<file path="src/tqpr_pkg.sv">
// Shared types and constants for the two-queue page replacement block.
package tqpr_pkg;

  localparam int PAGE_W   = 16;  // width of the page fields on the ports
  localparam int FRAMES_W = 5;   // width of the frames register

  typedef enum logic [1:0] {
    OUT_MAIN_HIT  = 2'd0,
    OUT_GHOST_HIT = 2'd1,
    OUT_ENTRY_HIT = 2'd2,
    OUT_FAULT     = 2'd3
  } outcome_t;

endpackage

</file>
<file path="src/tqpr_ram.sv">
// Generic single-write, single-read RAM with registered read data.
module tqpr_ram #(
  parameter int WIDTH = 16,
  parameter int DEPTH = 16
) (
  input  logic                     clk,
  input  logic                     we,
  input  logic [$clog2(DEPTH)-1:0] waddr,
  input  logic [WIDTH-1:0]         wdata,
  input  logic [$clog2(DEPTH)-1:0] raddr,
  output logic [WIDTH-1:0]         rdata
);

  logic [WIDTH-1:0] mem [DEPTH];

  always_ff @(posedge clk) begin
    if (we) begin
      mem[waddr] <= wdata;
    end
    rdata <= mem[raddr];
  end

endmodule

</file>
<file path="src/tqpr_fifo.sv">
// Shift-register FIFO with removal at any index plus append, index 0 oldest.
module tqpr_fifo #(
  parameter int WIDTH = 16,
  parameter int DEPTH = 8,
  localparam int IW = (DEPTH > 1) ? $clog2(DEPTH) : 1,
  localparam int CW = $clog2(DEPTH + 1)
) (
  input  logic             clk,
  input  logic             rst,
  input  logic             flush,
  input  logic             rm_en,
  input  logic [IW-1:0]    rm_idx,
  input  logic             push_en,
  input  logic [WIDTH-1:0] push_data,
  input  logic [IW-1:0]    rd_idx,
  output logic [WIDTH-1:0] rd_data,
  output logic [WIDTH-1:0] head,
  output logic [CW-1:0]    count
);

  logic [WIDTH-1:0] q      [DEPTH];
  logic [WIDTH-1:0] q_next [DEPTH];
  logic [CW-1:0]    base;
  logic [CW-1:0]    count_next;

  always_comb begin
    base = count - CW'(rm_en);
    for (int j = 0; j < DEPTH; j++) begin
      // entries at and above the removed one slide down by one
      if (rm_en && (j >= int'(rm_idx)) && (j + 1 < DEPTH)) begin
        q_next[j] = q[(j + 1 < DEPTH) ? j + 1 : j];
      end else begin
        q_next[j] = q[j];
      end
      if (push_en && (CW'(j) == base)) begin
        q_next[j] = push_data;
      end
    end
    count_next = base + CW'(push_en);
  end

  always_ff @(posedge clk) begin
    if (rst || flush) begin
      count <= '0;
    end else begin
      count <= count_next;
    end
  end

  always_ff @(posedge clk) begin
    q <= q_next;
  end

  assign rd_data = q[rd_idx];
  assign head    = q[0];

endmodule

</file>
<file path="src/two_queue_page_replacement.sv">
// Top level: simplified 2Q page replacement with a scanning sequencer.
//
//  channel   signals                              direction
//  ------    -----------------------------------  ---------
//  in        in_valid/in_stall, page              into block
//  out       out_valid/out_stall, outcome, ...    out of block
//  config    frames_we, frames_wdata              into block
//
// One reference at a time. A single page comparator is shared by three scans:
// the main store (through the page RAM's registered read), the ghost FIFO and
// the entry FIFO (each up to its fill). A decision state after the main scan
// and a result state complete a transaction; the block then returns to idle
// before the next transaction is accepted.
// rst is synchronous: frames returns to 16 (capped at MAX_FRAMES), all stores
// empty. No clearing pass: valid bits and fill counts reset at once.
// A result waits in the output register while out_stall is high; a new
// transaction is accepted meanwhile, and the block holds its finished result
// in the result cycle until the output register frees up.
module two_queue_page_replacement #(
  parameter int MAX_FRAMES = 16,
  parameter int PAGE_BITS  = 16
) (
  input  logic                             clk,
  input  logic                             rst,
  input  logic                             in_valid,
  output logic                             in_stall,
  input  logic [tqpr_pkg::PAGE_W-1:0]      page,
  output logic                             out_valid,
  input  logic                             out_stall,
  output logic [1:0]                       outcome,
  output logic                             main_evict_valid,
  output logic [tqpr_pkg::PAGE_W-1:0]      main_evicted_page,
  output logic                             ghost_drop_valid,
  output logic [tqpr_pkg::PAGE_W-1:0]      ghost_dropped_page,
  input  logic                             frames_we,
  input  logic [tqpr_pkg::FRAMES_W-1:0]    frames_wdata
);

  localparam int HALF = MAX_FRAMES / 2;
  localparam int MIW  = $clog2(MAX_FRAMES);          // main slot index / rank
  localparam int MCW  = $clog2(MAX_FRAMES + 1);      // main scan and count
  localparam int FIW  = (HALF > 1) ? $clog2(HALF) : 1;
  localparam int FCW  = $clog2(HALF + 1);
  localparam logic [tqpr_pkg::FRAMES_W-1:0] FRAMES_RST =
    tqpr_pkg::FRAMES_W'((MAX_FRAMES < 16) ? MAX_FRAMES : 16);

  typedef enum logic [2:0] {
    S_IDLE, S_MSCAN, S_MDEC, S_GSCAN, S_ESCAN, S_DONE
  } state_t;

  state_t state;

  logic [tqpr_pkg::FRAMES_W-1:0] frames;
  logic [tqpr_pkg::FRAMES_W-1:0] frames_sat;
  logic [tqpr_pkg::FRAMES_W-1:0] half;

  logic [PAGE_BITS-1:0] p_reg;

  // main store bookkeeping
  logic           main_valid [MAX_FRAMES];
  logic [MIW-1:0] main_rank  [MAX_FRAMES];
  logic [MCW-1:0] main_cnt;
  logic           evict;

  // scan state
  logic [MCW-1:0]       mscan;
  logic [MIW-1:0]       mslot;
  logic                 hit_f;
  logic [MIW-1:0]       hit_slot;
  logic                 slot_f;
  logic [MIW-1:0]       ins_slot;
  logic [MIW-1:0]       lru_slot;
  logic [PAGE_BITS-1:0] lru_page;
  logic [FCW-1:0]       fscan;

  // result being built
  logic [1:0]           res_outcome;
  logic                 res_ev_valid;
  logic [PAGE_BITS-1:0] res_ev_page;
  logic                 res_dr_valid;
  logic [PAGE_BITS-1:0] res_dr_page;

  // shared comparator
  logic [PAGE_BITS-1:0] cmp_a;
  logic                 page_eq;

  logic                 ram_we;
  logic [PAGE_BITS-1:0] ram_rdata;

  logic                 e_rm, e_push, g_rm, g_push;
  logic [FIW-1:0]       g_rm_idx;
  logic [PAGE_BITS-1:0] e_rd, e_head, g_rd, g_head;
  logic [FCW-1:0]       e_cnt, g_cnt;
  logic                 e_full, g_full;
  logic                 scan_v;
  logic [MIW-1:0]       scan_rank;

  assign mslot     = mscan[MIW-1:0] - MIW'(1);
  assign scan_v    = main_valid[mslot];
  assign scan_rank = main_rank[mslot];
  assign evict     = 32'(main_cnt) >= 32'(frames);
  assign half      = frames >> 1;
  assign e_full    = 32'(e_cnt) >= 32'(half);
  assign g_full    = 32'(g_cnt) >= 32'(half);

  always_comb begin
    if (frames_wdata < tqpr_pkg::FRAMES_W'(2)) begin
      frames_sat = tqpr_pkg::FRAMES_W'(2);
    end else if (32'(frames_wdata) > MAX_FRAMES) begin
      frames_sat = tqpr_pkg::FRAMES_W'(MAX_FRAMES);
    end else begin
      frames_sat = frames_wdata;
    end
  end

  always_comb begin
    case (state)
      S_GSCAN: cmp_a = g_rd;
      S_ESCAN: cmp_a = e_rd;
      default: cmp_a = ram_rdata;
    endcase
  end
  assign page_eq = (cmp_a == p_reg);

  // FIFO control: ghost hit removes from the ghost FIFO; a fault pushes the page
  // into Ain, spilling its oldest page into Aout when Ain is full, which may drop its own.
  logic ghost_hit, fault;
  assign ghost_hit = (state == S_GSCAN) && (fscan != g_cnt) && page_eq;
  assign fault     = (state == S_ESCAN) && (fscan == e_cnt);
  assign e_rm      = fault && e_full;
  assign e_push    = fault;
  assign g_push    = e_rm;
  assign g_rm      = ghost_hit || (e_rm && g_full && (g_cnt != '0));
  assign g_rm_idx  = ghost_hit ? fscan[FIW-1:0] : '0;
  assign ram_we    = ghost_hit;

  tqpr_ram #(.WIDTH(PAGE_BITS), .DEPTH(MAX_FRAMES)) u_main_ram (
    .clk   (clk),
    .we    (ram_we),
    .waddr (ins_slot),
    .wdata (p_reg),
    .raddr (mscan[MIW-1:0]),
    .rdata (ram_rdata)
  );

  tqpr_fifo #(.WIDTH(PAGE_BITS), .DEPTH(HALF)) u_entry_fifo (
    .clk       (clk),
    .rst       (rst),
    .flush     (frames_we),
    .rm_en     (e_rm),
    .rm_idx    ('0),
    .push_en   (e_push),
    .push_data (p_reg),
    .rd_idx    (fscan[FIW-1:0]),
    .rd_data   (e_rd),
    .head      (e_head),
    .count     (e_cnt)
  );

  tqpr_fifo #(.WIDTH(PAGE_BITS), .DEPTH(HALF)) u_ghost_fifo (
    .clk       (clk),
    .rst       (rst),
    .flush     (frames_we),
    .rm_en     (g_rm),
    .rm_idx    (g_rm_idx),
    .push_en   (g_push),
    .push_data (e_head),
    .rd_idx    (fscan[FIW-1:0]),
    .rd_data   (g_rd),
    .head      (g_head),
    .count     (g_cnt)
  );

  assign in_stall = (state != S_IDLE);

  always_ff @(posedge clk) begin
    if (rst) begin
      state     <= S_IDLE;
      frames    <= FRAMES_RST;
      main_cnt  <= '0;
      out_valid <= 1'b0;
      for (int i = 0; i < MAX_FRAMES; i++) begin
        main_valid[i] <= 1'b0;
        main_rank[i]  <= '0;
      end
    end else begin
      // the result cycle reloads the output register itself
      if (out_valid && !out_stall && (state != S_DONE)) begin
        out_valid <= 1'b0;
      end
      if (frames_we) begin
        frames   <= frames_sat;
        main_cnt <= '0;
        for (int i = 0; i < MAX_FRAMES; i++) begin
          main_valid[i] <= 1'b0;
          main_rank[i]  <= '0;
        end
      end
      unique case (state)
        S_IDLE: begin
          if (in_valid) begin
            p_reg        <= PAGE_BITS'(page);
            mscan        <= '0;
            hit_f        <= 1'b0;
            slot_f       <= 1'b0;
            res_ev_valid <= 1'b0;
            res_ev_page  <= '0;
            res_dr_valid <= 1'b0;
            res_dr_page  <= '0;
            state        <= S_MSCAN;
          end
        end
        S_MSCAN: begin
          // read data now holds the entry one behind the read address
          if (mscan != '0) begin
            if (scan_v && page_eq && !hit_f) begin
              hit_f    <= 1'b1;
              hit_slot <= mslot;
            end
            if (scan_v && (scan_rank == MIW'(main_cnt - MCW'(1)))) begin
              lru_slot <= mslot;
              lru_page <= ram_rdata;
            end
            if (!slot_f && (!scan_v ||
                (evict && (scan_rank == MIW'(main_cnt - MCW'(1)))))) begin
              slot_f   <= 1'b1;
              ins_slot <= mslot;
            end
          end
          if (mscan == MCW'(MAX_FRAMES)) begin
            state <= S_MDEC;
          end else begin
            mscan <= mscan + MCW'(1);
          end
        end
        S_MDEC: begin
          if (hit_f) begin
            // move to most recent: younger entries age by one
            for (int i = 0; i < MAX_FRAMES; i++) begin
              if (main_valid[i] && (main_rank[i] < main_rank[hit_slot])) begin
                main_rank[i] <= main_rank[i] + MIW'(1);
              end
            end
            main_rank[hit_slot] <= '0;
            res_outcome <= tqpr_pkg::OUT_MAIN_HIT;
            state       <= S_DONE;
          end else begin
            fscan <= '0;
            state <= S_GSCAN;
          end
        end
        S_GSCAN: begin
          if (fscan == g_cnt) begin
            fscan <= '0;
            state <= S_ESCAN;
          end else if (page_eq) begin
            // promote into main store, evicting the LRU page when full
            for (int i = 0; i < MAX_FRAMES; i++) begin
              if (main_valid[i] && !(evict && (MIW'(i) == lru_slot))) begin
                main_rank[i] <= main_rank[i] + MIW'(1);
              end
            end
            if (evict) begin
              // the evicted slot is often the one refilled below
              if (ins_slot != lru_slot) begin
                main_valid[lru_slot] <= 1'b0;
              end
              res_ev_valid         <= 1'b1;
              res_ev_page          <= lru_page;
            end else begin
              main_cnt <= main_cnt + MCW'(1);
            end
            main_valid[ins_slot] <= 1'b1;
            main_rank[ins_slot]  <= '0;
            res_outcome          <= tqpr_pkg::OUT_GHOST_HIT;
            state                <= S_DONE;
          end else begin
            fscan <= fscan + FCW'(1);
          end
        end
        S_ESCAN: begin
          if (fault) begin
            if (g_rm) begin
              res_dr_valid <= 1'b1;
              res_dr_page  <= g_head;
            end
            res_outcome <= tqpr_pkg::OUT_FAULT;
            state       <= S_DONE;
          end else if (page_eq) begin
            res_outcome <= tqpr_pkg::OUT_ENTRY_HIT;
            state       <= S_DONE;
          end else begin
            fscan <= fscan + FCW'(1);
          end
        end
        S_DONE: begin
          if (!out_valid || !out_stall) begin
            out_valid          <= 1'b1;
            outcome            <= res_outcome;
            main_evict_valid   <= res_ev_valid;
            main_evicted_page  <= tqpr_pkg::PAGE_W'(res_ev_page);
            ghost_drop_valid   <= res_dr_valid;
            ghost_dropped_page <= tqpr_pkg::PAGE_W'(res_dr_page);
            state              <= S_IDLE;
          end
        end
        default: state <= S_IDLE;
      endcase
    end
  end

  logic [MAX_FRAMES-1:0] valid_vec;
  always_comb begin
    for (int i = 0; i < MAX_FRAMES; i++) begin
      valid_vec[i] = main_valid[i];
    end
  end

  a_cnt_matches_valid: assert property (@(posedge clk) disable iff (rst)
    32'(main_cnt) == $countones(valid_vec))
    else $error("main store count disagrees with valid bits");

  a_cnt_in_capacity: assert property (@(posedge clk) disable iff (rst)
    32'(main_cnt) <= 32'(frames))
    else $error("main store over capacity");

  a_fifo_in_capacity: assert property (@(posedge clk) disable iff (rst)
    (32'(e_cnt) <= 32'(half)) && (32'(g_cnt) <= 32'(half)))
    else $error("FIFO over capacity");

  a_evict_only_on_promote: assert property (@(posedge clk) disable iff (rst)
    (out_valid && main_evict_valid) |-> (outcome == tqpr_pkg::OUT_GHOST_HIT))
    else $error("eviction reported without a ghost promotion");

  a_drop_only_on_fault: assert property (@(posedge clk) disable iff (rst)
    (out_valid && ghost_drop_valid) |-> (outcome == tqpr_pkg::OUT_FAULT))
    else $error("ghost drop reported without a fault");

endmodule
</file>
<file path="config.mk">
export PLATFORM = sky130hd
export DESIGN_NAME = two_queue_page_replacement
export DESIGN_NICKNAME = d
export VERILOG_FILES = /design/src/tqpr_pkg.sv /design/src/tqpr_ram.sv /design/src/tqpr_fifo.sv /design/src/two_queue_page_replacement.sv
export SDC_FILE = /design/constraint.sdc
export NUM_CORES = 1
export LEC_CHECK = 0
export ABC_CLOCK_PERIOD_IN_PS = 13200
export BUFFER_PORTS_ARGS = -buffer_cell sky130_fd_sc_hd__buf_2
export CORE_UTILIZATION = 45
export CTS_CLUSTER_SIZE = 25
export DETAILED_ROUTE_END_ITERATION = 16
export PLACE_DENSITY_LB_ADDON = 0.1
export RECOVER_POWER = 25
export SETUP_SLACK_MARGIN = 0.05
export SLEW_MARGIN = 5
export SYNTH_ARGS = -nofsm -noshare
export SYNTH_HDL_FRONTEND = slang
export SYNTH_SLANG_ARGS = --single-unit
</file>
<file path="constraint.sdc">
create_clock -name clk -period 13.2 [get_ports clk]
set_clock_uncertainty 0.15 [all_clocks]
set_input_delay 1.32 -clock clk [delete_from_list [all_inputs] [get_ports clk]]
set_output_delay 1.32 -clock clk [all_outputs]
set_load 0.005 [all_outputs]
</file>
Yosys cells after proc, flatten, opt, wreduce, memory -nomap -nowiden
Memory sizes are Yosys's and may differ from the RTL's. A register that Yosys moved wholly into a read port is not among the register bits. Index checks and enable logic that the tools add are counted.

Add/subtract/negate cells: 25. $lt $le $gt $ge: 29. Equality and inequality tests: 58. Multiplexer cells: 357. Bitwise logic cells: 66. Reductions and logical operators: 148.

Operator list (number): 2-to-1 mux 16 bit (38); 2-to-1 mux 1 bit (229); 2-to-1 mux 4 bit (55); binary-select mux 16 bit (select 3 bit) (2); one-hot mux 16 bit (2 select lines) (3); logical AND 1 bit (84); adder 4 x 1 -> 4 bit, second input constant (17); < comparator 4 bit (16); bitwise OR 1 bit (64); == test 3 x 4 -> 1 bit, first input constant (12); 2-to-1 mux 5 bit (9); nonzero test 2 bit (17); == test 4 bit, first input constant (8); inequality test 2 bit, second input constant (14); == test 2 x 4 -> 1 bit, first input constant (6); 2-to-1 mux 3 bit (8); logical NOT 1 bit (21); AND reduction 4 bit (5); one-hot mux 3 bit (6 select lines) (1); == test 16 bit (1); AND reduction 5 bit (3); == test 1 x 4 -> 1 bit, first input constant (3); == test 4 bit (3); logical NOT 4 bit (3); other kinds (34) (61).

Register bits after elaboration: 405. Memory bits (writable): 336. Output and inout bits: 38. Logic and storage cells: 727. Memories kept: 3.

Memory list: u_main_ram.mem (words 16, width 16, rd ports 1, clocked after Yosys merged registers in 1, write ports 1, line tqpr_ram.sv:14) `logic [WIDTH-1:0] mem [DEPTH];`; main_rank (words 16, width 4, rd ports 18, clocked after Yosys merged registers in 1, write ports 17, line two_queue_page_replacement.sv:61) `logic [MIW-1:0] main_rank [MAX_FRAMES];`; main_valid (words 16, width 1, rd ports 17, clocked after Yosys merged registers in 0, write ports 18, line two_queue_page_replacement.sv:60) `logic main_valid [MAX_FRAMES];`.

Logic depth before layout (Yosys ltp)
Gate-level depths: netlist (run 1).

Depth in word-level cells: 13. Mapped depth: 23. Gate-level depth less buffers: 15.

Cells and area by module
Synthesis (run 1) repeated with hierarchy kept, for this count alone.

Cells, all modules: 3868. Area, all modules: 43646.9 um^2.

By module, submodules not included: two_queue_page_replacement (times used 1, cells an instance 1258, area each 13218.9 um^2, sequential area each 5775.5 um^2); tqpr_fifo at u_entry_fifo (times used 1, cells an instance 1089, area each 10193.5 um^2, sequential area each 3923.8 um^2); tqpr_fifo at u_ghost_fifo (times used 1, cells an instance 1089, area each 10192.3 um^2, sequential area each 3923.8 um^2); tqpr_ram (times used 1, cells an instance 432, area each 10042.1 um^2, sequential area each 8007.7 um^2).

Worst setup path before layout (run 1)
No wires, ideal clock.

Path type: flip-flop to flip-flop. Start: register fscan[1]. End: register u_ghost_fifo.q[100] (netlist name), enable pin. Library setup time: 0.465 ns. Data arrival time: 5.318 ns. Setup slack: 7.267 ns. Stages on the path, launching flop included: 20. Path buffers: 7. Path through: edfxtp_1 buf_2 clkbuf_1 mux4_2 a22o_1 or3_1 a2111oi_0 nand4_1 buf_6 buf_6 nor2_1 clkbuf_1 or2_2 ha_1 ha_1 xor2_1 or3_1 clkbuf_1 clkbuf_1 o21ai_0.

Word-level cells in the longest chain between the ends: 12. Elaborated cells on any way between the ends: 25.

RTL lines: from (decl) (line two_queue_page_replacement.sv:74) `logic [FCW-1:0] fscan;`; from (signal assigned) (line two_queue_page_replacement.sv:278) `fscan <= fscan + FCW'(1);`; from (signal assigned) (line two_queue_page_replacement.sv:293) `fscan <= fscan + FCW'(1);`; inverter 3 -> 4 bit (not written as such) (line tqpr_fifo.sv:54) `assign rd_data = q[rd_idx];`; binary-select mux 16 bit (select 3 bit) (line tqpr_fifo.sv:54); 2-to-1 mux 16 bit (not written as such) (2 in a row) (line tqpr_fifo.sv:54); one-hot mux 16 bit (2 select lines) (line two_queue_page_replacement.sv:117) `case (state)`; == test 16 bit (line two_queue_page_replacement.sv:123) `assign page_eq = (cmp_a == p_reg);`; logical AND 1 bit (line two_queue_page_replacement.sv:128) `assign ghost_hit = (state == S_GSCAN) && (fscan != g_cnt) && page_eq;`; logical OR 1 bit (line two_queue_page_replacement.sv:133) `assign g_rm = ghost_hit || (e_rm && g_full && (g_cnt != '0));`; subtractor 4 x 1 -> 4 bit (line tqpr_fifo.sv:27) `base = count - CW'(rm_en);`; == test 1 x 4 -> 1 bit (line tqpr_fifo.sv:35) `if (push_en && (CW'(j) == base)) begin`; logical AND 1 bit (line tqpr_fifo.sv:35); nonzero test 2 bit (no source line) (*); to (signal assigned) (line tqpr_fifo.sv:51) `q <= q_next;`; to (decl) (line tqpr_fifo.sv:21) `logic [WIDTH-1:0] q [DEPTH];`.

Every way passes the cells marked *; elsewhere a longest branch is shown, timed or not. The select of a mux whose other input is x is not followed. A chain may end at the register's enable or synchronous reset.

Worst setup path after layout (run 1)
Start: register state[2]. End: register u_ghost_fifo.q[30] (netlist name), enable pin.

Word-level cells in the longest chain between the ends: 10. Elaborated cells on any way between the ends: 18.

RTL lines: from (decl) (line two_queue_page_replacement.sv:51) `state_t state;`; from (signal assigned) (line two_queue_page_replacement.sv:178) `state <= S_IDLE;`; from (signal assigned) (line two_queue_page_replacement.sv:210) `state <= S_MSCAN;`; from (signal assigned) (line two_queue_page_replacement.sv:231) `state <= S_MDEC;`; branches (longest 9 deep; another with subtractor 4 x 1 -> 4 bit); nonzero test 2 bit (no source line) (*).

Every way passes the cells marked *.

==> results.cfg, run 1 <==
[final_layout]
largest_reg_flops = 256
fin_nets = 2695
drive_above_1_share = 0.269
final_common_cell = edfxtp_1
stdcell_area_sq_um = 41000
reg.largest.list = u_main_ram.mem x256, u_entry_fifo.q x112, u_ghost_fifo.q x112
top_register = u_main_ram.mem
layout_common_cells = edfxtp_1, mux2_2, mux4_2, nand2_1, dfxtp_1
area_growth_pct = 12.5

[placement]
hpwl_um = 64800
pre_cts_slack_ns = 5.83
place_congestion = 0.893
port_buffers = 63
place_area_sq_um = 38200

[die]
initial_utilization = 0.458
ios = 64
core_sq_um = 79500
fp.dieArea_sq_um = 82100
die_h_um = 286
fp-row-count = 103
fp.dieW_um = 286

[drt]
ant_nets = 0
dr_total_vias = 22400
route.detailed.drc = 0
wl_per_cell_um = 26.0
first_iter_violations = 2169
first_pass_iters = 7
via_per_inst = 6.05
wl_um = 96200

[clocking]
post_cts_buffers = 0
root_buffer = clkbuf_16
clkTransAtPathRegs_ns = 0.06
cts_resized = 0
holdBufCountCts = 0
clk_path_buf_depth = 3
clkLatencyLatePin_ns = 0.65
tritoncts = done
cts_max_level = 3
cts.sinks = 761
cts_buffers = 85

[timing]
setup_slack_ns = 5.63
maxSlewHeadroom = -0.159
worst_pin_slew_ns = 1.74
setup_viol = 0
rsz0062_at_grt = no
fin_setup_tns_ns = 0
drv_slew = 94
period_needed_ns = 7.57
holdWs_ns = 0.267
finalCritPeriodShare = 0.574
max_freq_mhz = 132
hold_viol = 0

[logic_synthesis]
yosysTopAreaCellShare = 0.527
synth-seq-cells = 761
yosys_warnings = 0
syn_area_sq_um = 36400
yosys_most_used_dff = edfxtp_1
synth_top_area_cell = edfxtp_1
yosysUniqueCellTypes = 70
async_flop_share = 0
netlist_top_cells_area = edfxtp_1, mux4_2, mux2_2
avgSynthCellArea_sq_um = 14.6
seq_area_frac_synth = 0.594
synth_edf_count = 639
synth_nets = 2604
syn-instance-count = 2487

[critical_path]
worstPathRequired_ns = 13.30
critical_path.max_fanout = 35
worstSetupPathType = reg2reg
critPathCaptureType = flip-flop
crit_path_start_kind = flip-flop
cp.arrival_ns = 7.67

[flow_run]
drv_cap = 3

[grt]
overflow = 0
grt_pass1_vias = 22200
grt_use_total = 0.235
grt_pass1_wl_um = 144000
grt_max_degree = 84
antenna_found_initial = 0

[power]
peakVddDrop_mv = 0.0920
p_total_uw = 5570
powerDensity_nw_per_um2 = 136
leakage_uw = 0.0141

[status]
violations = capacitance limit, slew limit
status = finished with violations

[min_path]
hp-class = reg2reg
-- logic make-up (layout without fill, tap and decap cells) --
logic type               count (synthesis)  count (layout)  synth area share
other                                    0               1                 0
multiplexers                           479             479             0.193
AND/OR/NAND/NOR                        581             581            0.0791
adder cells (fa/ha/maj)                 91              91            0.0313
XOR/XNOR                                43              43            0.0103
buffers and inverters                  200             363            0.0223
flip-flops                             761             761             0.594
AO/OA/AOI/OAI                          332             332            0.0695
-- synthesized netlist by cell type, drive strengths merged (6+ instances only) --
cell / instances
ha: 91
a41o: 12
or2: 21
o41ai: 14
dfxtp: 122
or3: 24
xor2: 19
o211ai: 18
inv: 61
and2: 51
and3: 7
nand4: 14
edfxtp: 639
a211oi: 20
nor2b: 24
a21o: 10
a2111oi: 7
nand3: 56
nand3b: 7
nand2: 145
nand2b: 30
mux2i: 84
o21ai: 24
a31oi: 22
clkbuf: 97
mux2: 239
a221oi: 13
o31ai: 13
a22o: 17
a21boi: 6
mux4: 156
xnor2: 24
a32o: 20
nor4: 12
buf: 40
nor3: 57
nor2: 124
a21oi: 79
a22oi: 16
-- per-stage QoR --
stage	utilization	instances
detailed placement	0.480	3541
floorplan	-	2487
global placement	0.480	3541
finish	0.515	3701
CTS	0.516	3700
global route	0.515	3700
-- final cells by class --
type | count | area [sq um]
well taps | 1050 | 1310
repair buffers | 141 | 853
fillers | 6607 | 38500
diodes | 1 | 2.50
inverters | 63 | 236
multi-input cells | 1526 | 14100
clock buffers | 112 | 2360
flip-flops and latches | 761 | 21600
clock inverters | 47 | 495
-- routing by layer --
metal / global-route usage / part of all wire / vias to the layer above
met2: 0.349 / 0.44 / 815
met4: 0.0658 / 0.027 / 0
met1: 0.345 / 0.46 / 11400
met3: 0.0530 / 0.076 / 147
li1: - / - / 9976
met5: 0 / 0 / -
-- final timing paths --
check	from	to	slack [ns]	cells after the start
hold / removal	res_dr_page[11]	ghost_dropped_page[11]	0.27	0
hold reg to reg	res_dr_page[11]	ghost_dropped_page[11]	0.27	0
setup / recovery	state[2]	u_ghost_fifo.q[30]	5.63	16
setup reg to reg	state[2]	u_ghost_fifo.q[30]	5.63	16
-- power breakdown --
| group | internal [uW] | switching [uW] | total [uW] |
|---|---|---|---|
| registers | 2650 | 57.3 | 2710 |
| logic | 188 | 283 | 471 |
| clock network | 1390 | 999 | 2390 |
-- worst max-delay path, cell delays in order, from the launching register on --
cell and delay (ns):
dfxtp_1 0.52, nor3b_1 0.24, clkbuf_1 1.28, nor2_1 0.11, buf_4 0.28, a32o_1 0.27
or3_1 0.31, a2111oi_0 0.71, nand4_1 0.27, buf_4 0.33, nor2_1 0.16, or2_2 0.13
ha_1 0.16, ha_1 0.21, xor2_1 0.35, nand3_1 0.75, nand2_1 0.93
No activity file was read; power rests on OpenSTA's default activity.
==> run 2: changes to the inputs <==
- ABC_CLOCK_PERIOD_IN_PS: 13200 -> 6100
- clock period: 13.2 -> 6.1 ns (I/O delays scaled with it)
==> run 2 against run 1 <==
Net effect:
- the run now ends clean
- highest routed layer unchanged
- combinational power rose by 120%
- first-iteration DRC count is 3.4% higher
- maximum frequency rose by 35%
- register-to-register slack worse by 5.2 ns
- die area unchanged
- final area increased by 0.31%
- largest cell class unchanged
- core utilization up 0.16 points
==> results.cfg, run 2 (synthesis results as in run 1) <==
[die]
ios = 64
fp.dieArea_sq_um = 82100
fp.dieW_um = 286
die_h_um = 286
fp-row-count = 103
core_sq_um = 79500
initial_utilization = 0.458

[timing]
drv_slew = 0
period_needed_ns = 5.62
fin_setup_tns_ns = 0
finalCritPeriodShare = 0.922
maxSlewHeadroom = 0.0792
max_freq_mhz = 178
rsz0062_at_grt = no
hold_viol = 0
holdWs_ns = 0.120
setup_viol = 0
worst_pin_slew_ns = 1.38

[placement]
place_area_sq_um = 38300
hpwl_um = 64800
place_congestion = 0.891
port_buffers = 63

[critical_path]
rr_worst_depth = 16
crit_path_start_kind = flip-flop
worstPathRequired_ns = 6.27
cp.arrival_ns = 5.79
worstSetupPathType = reg2reg
critical_path.max_fanout = 72
critPathCaptureType = flip-flop

[clocking]
post_cts_buffers = 0
clkTransAtPathRegs_ns = 0.06
cts_resized = 0
cts_buffers = 83
holdBufCountCts = 16
tritoncts = done
root_buffer = clkbuf_16
clkLatencyLatePin_ns = 0.65
cts.sinks = 761
cts_max_level = 3
clk_path_buf_depth = 3

[flow_run]
drv_cap = 0

[final_layout]
fin_nets = 2724
layout_common_cells = edfxtp_1, mux2_2, mux4_2, nand2_1, dfxtp_1
top_register = u_main_ram.mem
fillers = 6577
final_common_cell = edfxtp_1
stdcell_area_sq_um = 41100
reg.largest.list = u_main_ram.mem x256, u_entry_fifo.q x112, u_ghost_fifo.q x112
area_growth_pct = 12.9
largest_reg_flops = 256
post-route-util = 0.517
drive_above_1_share = 0.268

[drt]
route.detailed.drc = 0
via_per_inst = 6.08
first_iter_violations = 2242
first_pass_iters = 5
ant_nets = 0
dr_total_vias = 22600
wl_um = 97400
wl_per_cell_um = 26.2

[min_path]
hp-class = in2reg
hold_path_depth = 3

[grt]
grt_use_total = 0.238
grt_pass1_wl_um = 146000
grt_pass1_vias = 22400
antenna_found_initial = 0
overflow = 0
grt_max_degree = 73

[power]
powerDensity_nw_per_um2 = 288
peakVddDrop_mv = 0.262
leakage_uw = 0.0141

[status]
status = completed
==> run 2: changes by cell type in the layout (fill, tap and decap cells not counted), sizes merged <==
| cell | previous run | this run |
|---|---|---|
| clkinvlp | 5 | 1 |
| inv | 61 | 62 |
| clkinv | 38 | 30 |
| buf | 125 | 141 |
| dlygate4sd3 | 0 | 16 |
| bufinv | 6 | 5 |
| clkbuf | 128 | 127 |
==> run 2: per-stage QoR <==
stage,setup WS [ns],total power (uW),std cells
CTS,0.543,12000,3719
floorplan,0.167,6590,2487
global placement,0.649,7010,3556
global route,0.201,12200,3719
detailed placement,0.568,7020,3556
finish,0.476,11900,3720
==> run 2: worst paths after layout <==
path / start / to / slack, ns
max: fscan[0] / u_ghost_fifo.q[103] / 0.48
min: frames_wdata[4] / frames[4] / 0.12
max reg2reg: fscan[0] / u_ghost_fifo.q[103] / 0.48
min reg2reg: res_dr_page[3] / ghost_dropped_page[3] / 0.27
==> run 2: report_power, final <==
group / internal, uW / total [uW] / switching [uW] / leakage [uW]
clock: 2830 / 4940 / 2110 / 0.00129
combinational: 423 / 1030 / 607 / 0.00610
sequential: 5740 / 5880 / 148 / 0.00676
total: 8990 / 11900 / 2870 / 0.0141
==> run 2: layout make-up <==
class	count	area [sq um]	share of cell area
Inverter	63	236	0.00575
Timing Repair Buffer	172	1160	0.0282
Multi-Input combinational cell	1526	14100	0.343
Antenna cell	1	2.50	0.0000609
Tap cell	1050	1310	0.0320
Clock inverter	35	412	0.0100
Sequential cell	761	21600	0.526
Clock buffer	112	2260	0.0549
==> run 2: worst max-delay path, stage by stage, from the launching register on <==
cell       delay [ns]
edfxtp_1         0.46
buf_12           0.44
mux2i_1          0.18
a22oi_1          0.57
a41o_1           0.26
a221oi_1         0.05
a2111oi_0        0.61
nand4_1          0.31
nor2_1           0.19
or2_2            0.13
ha_1             0.16
nand2_1          0.07
xor2_1           0.24
nand3_1          0.22
or3_1            0.71
o21ai_1          0.19
buf_4            0.27
==> run 2: per-layer routing <==
metal / vias to the layer above / share of wire / routed length (um) / global-route usage
met3: 168 / 0.060 / 5850 / 0.0342
met1: 11600 / 0.47 / 45500 / 0.359
met4: 0 / 0.031 / 2990 / 0.0746
li1: 10000 / - / - / -
met2: 837 / 0.44 / 43000 / 0.355
met5: - / 0 / 0 / 0
